--- src/iirt_pkg.sv ---
// Shared types, widths and helpers for the transposed IIR filter.
`timescale 1ns / 1ps
`default_nettype none

package iirt_pkg;

    localparam int SMP_W   = 16;
    localparam int COEF_W  = 18;
    localparam int PROD_W  = SMP_W + COEF_W;
    localparam int DLY_W   = 40;
    localparam int FRAC    = 14;
    localparam int ACC_W   = DLY_W + 1;
    localparam int YF_W    = ACC_W - FRAC;
    localparam int SUM_W   = DLY_W + 2;
    localparam int SMP_MAX = 32767;
    localparam int SMP_MIN = -32768;

    localparam int NREGS   = 7;
    localparam int IDX_W   = 3;
    localparam int MAXTAPS = 4;

    localparam logic [IDX_W-1:0] REG_B0     = 3'd0;
    localparam int               REG_A_BASE = 3;

    localparam logic signed [COEF_W-1:0] B0_RESET = 18'sd16384;

    typedef enum logic [1:0] {
        S_IDLE,
        S_UPD,
        S_HOLD
    } t_state;

    typedef struct packed {
        logic capture;
        logic update;
    } t_cell_ctl;

    function automatic logic signed [DLY_W-1:0] sat_dly(input logic signed [SUM_W-1:0] v);
        logic signed [DLY_W-1:0] r;
        if ((v[SUM_W-1:DLY_W-1] == '0) || (v[SUM_W-1:DLY_W-1] == '1)) begin
            r = v[DLY_W-1:0];
        end else if (v[SUM_W-1]) begin
            r = {1'b1, {(DLY_W-1){1'b0}}};
        end else begin
            r = {1'b0, {(DLY_W-1){1'b1}}};
        end
        return r;
    endfunction

endpackage

`default_nettype wire

--- src/iirt_cell.sv ---
// One delay cell: holds d(k-1), computes bk*x - ak*y + dk with saturation.
`timescale 1ns / 1ps
`default_nettype none

module iirt_cell
    import iirt_pkg::*;
(
    input  wire logic                     i_clk,
    input  wire logic                     i_rst_n,
    input  wire t_cell_ctl                i_ctl,
    input  wire logic signed [COEF_W-1:0] i_coef_b,
    input  wire logic signed [COEF_W-1:0] i_coef_a,
    input  wire logic signed [SMP_W-1:0]  i_x,
    input  wire logic signed [SMP_W-1:0]  i_y,
    input  wire logic signed [DLY_W-1:0]  i_d_next,
    output logic signed [DLY_W-1:0]       o_d
);

    logic signed [PROD_W-1:0] r_px;
    logic signed [PROD_W-1:0] w_ay;
    logic signed [SUM_W-1:0]  w_sum;
    logic signed [DLY_W-1:0]  r_d;

    assign w_ay  = i_coef_a * i_y;
    assign w_sum = SUM_W'(r_px) - SUM_W'(w_ay) + SUM_W'(i_d_next);

    // feedforward product is taken at the input transfer
    always_ff @(posedge i_clk) begin
        if (i_ctl.capture) begin
            r_px <= i_coef_b * i_x;
        end
    end

    always_ff @(posedge i_clk) begin
        if (!i_rst_n) begin
            r_d <= '0;
        end else if (i_ctl.update) begin
            r_d <= sat_dly(w_sum);
        end
    end

    assign o_d = r_d;

endmodule

`default_nettype wire

--- config.mk ---
export PLATFORM = sky130hd
export DESIGN_NAME = iirt_cell
export DESIGN_NICKNAME = d
export VERILOG_FILES = /design/src/iirt_pkg.sv /design/src/iirt_cell.sv
export SDC_FILE = /design/constraint.sdc
export NUM_CORES = 2
export LEC_CHECK = 0
export ABC_CLOCK_PERIOD_IN_PS = 8400
export BUFFER_PORTS_ARGS = -buffer_cell sky130_fd_sc_hd__buf_2
export CORE_MARGIN = 5
export CORE_UTILIZATION = 55
export DETAILED_ROUTE_END_ITERATION = 16
export MAX_ROUTING_LAYER = met4
export PLACE_DENSITY = 0.76
export SYNTH_ARGS = -nofsm -noshare
export SYNTH_HDL_FRONTEND = slang
export SYNTH_SLANG_ARGS = --single-unit
export TNS_END_PERCENT = 10
--- constraint.sdc ---
create_clock -name i_clk -period 8.4 [get_ports i_clk]
set_input_delay 0.84 -clock i_clk [delete_from_list [all_inputs] [get_ports i_clk]]
set_output_delay 0.84 -clock i_clk [all_outputs]
set_load 0.01 [all_outputs]
Word-level counts from Yosys, hierarchy flattened:

Index checks and enable logic that the tools add are counted.
Widths: inputs -> output; s select.

* bits in registers: 74
* input bits: 112
* output and inout bits: 40
* logic and storage cells: 11

* $add $sub $neg: 2
* $mul: 2
* eq/ne operators: 1
* multiplexer cells: 2
* reduce and logical (&&, ||, !) cells: 2

Operators with widths (number)
* $mux 40: 2
* $mul 18x16->34: 2
* $add 35x40->41: 1
* $sub 34x34->35: 1
* $eq 3x3->1 const B: 1
* $logic_not 3->1: 1
* $logic_or 1x1->1: 1

Depth between registers and ports, before layout:

* word-level depth: 6
* depth in mapped cells: 29
* gate-level depth less buffers: 25

Worst setup path before layout:

OpenSTA, ideal clock, no wires.

* path kind: input to register
* start point: input i_coef_a[17]
* end point: register r_d[31] (netlist: o_d[31])
* library setup time: 137 ps
* data arrival time: 7736 ps
* setup slack: 527 ps
* stages: 28
* path buffers: 3
* cell sequence: clkbuf_1 -> nand2_1 -> inv_1 -> fa_1 -> inv_1 -> fa_1 -> inv_1 -> fa_1 -> inv_1 -> fa_1 -> fa_1 -> inv_1 -> fa_1 -> inv_1 -> ha_1 -> clkbuf_1 -> a21o_1 -> a21o_1 -> a21oi_1 -> o21ai_0 -> a21oi_1 -> o221ai_2 -> a311o_1 -> a21oi_1 -> xnor2_1 -> clkbuf_1 -> maj3_2 -> a21oi_2

* cells in the longest elaborated chain, start to end: 6

RTL lines
* start, declared: RTL line iirt_cell.sv:12 `input wire logic signed [COEF_W-1:0] i_coef_a,`
* $mul 18x16->34 (*): RTL line iirt_cell.sv:24 `assign w_ay = i_coef_a * i_y;`
* $sub 34x34->35 (*): RTL line iirt_cell.sv:25 `assign w_sum = SUM_W'(r_px) - SUM_W'(w_ay) + SUM_W'(i_d_next);`
* $add 35x40->41 (*): RTL line iirt_cell.sv:25
* $eq 3x3->1 or $logic_not 3->1 (tied branches): RTL line iirt_pkg.sv:40 `if ((v[SUM_W-1:DLY_W-1] == '0) || (v[SUM_W-1:DLY_W-1] == '1)) begin`
* $logic_or 1x1->1: RTL line iirt_pkg.sv:40
* $mux 40 (*): RTL line iirt_pkg.sv:40
* end signal, assigned: RTL line iirt_cell.sv:38 `r_d <= sat_dly(w_sum);`
* end, declared: RTL line iirt_cell.sv:22 `logic signed [DLY_W-1:0] r_d;`

Every way passes the cells marked *; elsewhere a longest branch is shown, timed or not.
A chain may end at the register's enable or synchronous reset.

Worst setup path in the final report:

* start point: input i_y[0]
* end point: register r_d[18] (netlist: o_d[18])

* cells in the longest elaborated chain, start to end: 6

RTL lines
* start, declared: RTL line iirt_cell.sv:14 `input wire logic signed [SMP_W-1:0] i_y,`
* $mul 18x16->34 (*): RTL line iirt_cell.sv:24
* $sub 34x34->35 (*): RTL line iirt_cell.sv:25
* $add 35x40->41 (*): RTL line iirt_cell.sv:25
* $eq 3x3->1 or $logic_not 3->1 (tied branches): RTL line iirt_pkg.sv:40
* $logic_or 1x1->1: RTL line iirt_pkg.sv:40
* $mux 40 (*): RTL line iirt_pkg.sv:40

Marked as above.

==> results_dict.tcl <==
set metrics [dict create \
    first_pass_iters 5 \
    ys.flop_type "dfxtp_1" \
    crit_path_top_delay_cell "fa_1" \
    cts_root_buffer "clkbuf_16" \
    clk_pin_slew_ps 60 \
    numCtsBuffers 9 \
    drc_errors 0 \
    drt-initial-drc-count 1275 \
    start_kind "primary input" \
    critical_path_required_ps 8670 \
    tightestPinTransition_ps 745.8 \
    ant_nets 0 \
    synth_warnings 0 \
    die_w_um 238.8 \
    utilization_pct 58.92 \
    routed_wl_um 63010 \
    drv_cap 0 \
    grt.overflow.total 0 \
    grt_pass1_vias 21975 \
    status "complete, no violations" \
    grt.met1_usage_pct 31.35 \
    grt_util_met3_pct 4.165 \
    synth_nets 4197 \
    clock-sinks 74 \
    grt_max_degree 80 \
    postCtsSetupRepairBufs 0 \
    gp_congestion 0.8980 \
    setup_viol 0 \
    ctsResizeCount 0 \
    dp.final_hpwl_um 54500 \
    fin_crit_ps 7732 \
    io_pins 152 \
    antenna_found_initial 1 \
    yosys.cell_types.count 63 \
    grt_usage_pct 23.89 \
    avgViaCountPerCell 5.088 \
    avgSynthCellArea_um2 9.015 \
    fp.coreArea_mm2 0.05161 \
    cpPeakStageDelay_ps 550 \
    hold_viol 0 \
    cts_max_level 3 \
    grt_most_used_layer "met2" \
    critPathArrivalTime_ps 8000 \
    synthDominantAreaCellType "fa_1" \
    cts_hold_buf 0 \
    ys_top_cells_by_area "fa_1 49%, inv_1 13%, ha_1 8.3%" \
    synth_most_common_cell "inv_1" \
    maxSlewHeadroom_pct 50.28 \
    syn_area_mm2 0.02880 \
    grtUsageMet2_pct 39.75 \
    vias 20087 \
    ys_ff_latch 74 \
    initial_core_util_pct 55.79 \
    drive_above_1_share_pct 6.828 \
    tns_ps 0 \
    numPortBuffers 151 \
    clock_path_buffers 2 \
    die_h_um 238.8 \
    skew_ps 6.325 \
    fmax_mhz 129.3 \
    path_max_fanout 18 \
    rows 83 \
    rsz0062_at_grt "no" \
    wl_per_cell_um 15.96 \
    hold_class "flip-flop to flip-flop" \
    drv_slew 0 \
    area_delta_synth_final_pct 5.618 \
    synthCells 3194 \
    seq_area_frac_synth_pct 6.327 \
    synth_top_area_share_pct 48.60 \
    synth_edf_count 34 \
    cts_tree "done" \
    period_share_pct 92.04 \
    ys_top_cells_by_count "975 x inv_1, 699 x fa_1, 348 x nand2_1" \
    nets 4264 \
    fp.dieArea_mm2 0.05703 \
    grt_pass1_wl_um 108100 \
    critPathKind "primary input to flip-flop" \
    endpoint_kind "flip-flop" \
    async_flop_share_pct 0 \
    clock_latency_ps 350 \
]
==> metal layers <==
metal  wire length, µm  up-vias  share of wire, %
li1                  -     9345                 -
met5                 0        -                 0
met2             30370      550                48
met1             27460    10119                44
met3              4048       73               6.4
met4              1136        0               1.8
==> sequential cells by signal, indices dropped and copies added (netlist names) <==
name  cells
o_d      40
r_px     34
==> worst max-delay path: cells and delay by family <==
kind,cells,cell delay [ps]
AOI/OAI and AO/OA,7,1200
buffers and inverters,9,1730
and+or+nand+nor,3,690
adders and majority gates,8,3530
==> per-stage QoR <==
stage               area [µm²]  hold slack, ps  cells  worst slack [ps]
floorplan                28800           530.7   3194             527.1
global placement         30110           503.2   3930             502.2
detailed placement       30110           511.0   3930             325.5
CTS                      30410           528.3   3946             624.8
global route             30410           545.9   3947             233.0
finish                   30410           523.3   3948             668.3
==> logic make-up after synthesis <==
| logic type | share of synthesized area (%) |
|---|---|
| adder cells (fa/ha/maj) | 58.34 |
| multiplexers | 0.06953 |
| buffers and inverters | 14.25 |
| XOR/XNOR | 2.585 |
| flip-flops | 6.327 |
| AO/OA/AOI/OAI | 6.088 |
| AND/OR/NAND/NOR | 12.34 |
==> worst paths after layout <==
path | slack (ps) | endpoint | start | cells after the start
setup / recovery | 670 | o_d[18] | i_y[0] | 27
hold reg to reg | 520 | o_d[26] | o_d[26] | 2
hold / removal | 520 | o_d[26] | o_d[26] | 2
setup reg to reg | 2340 | o_d[18] | r_px[10] | 21
==> area by class of cell <==
type | instances | area [µm²]
Clock inverter | 6 | 63.81
Antenna cell | 2 | 5.005
Clock buffer | 10 | 230.2
Sequential cell | 74 | 1822
Multi-Input combinational cell | 2032 | 22880
Tap cell | 680 | 850.8
Fill cell | 4427 | 21200
Timing Repair Buffer | 169 | 903.4
Inverter | 975 | 3660
==> placed cells by master (no fill, tap or decap), types with 5 or more instances in the layout <==
cell,n
a21o_1,28
a21oi_1,104
a21oi_2,10
a31oi_1,6
and2_1,226
and3_1,8
buf_2,151
buf_4,17
clkbuf_16,9
dfxtp_1,40
edfxtp_1,34
fa_1,699
ha_1,192
inv_1,975
maj3_1,28
maj3_2,11
nand2_1,348
nand2b_1,11
nand3_1,18
nand4_1,8
nor2_1,58
nor2b_1,27
nor3_1,14
o211ai_1,7
o21a_1,10
o21ai_0,69
o21bai_1,11
o31ai_1,5
or2_2,5
xnor2_1,61
xor2_1,23
Power is left out: the tool's default activity adds up to more than one toggle a clock period on the data nets, which glitch-free logic cannot reach.
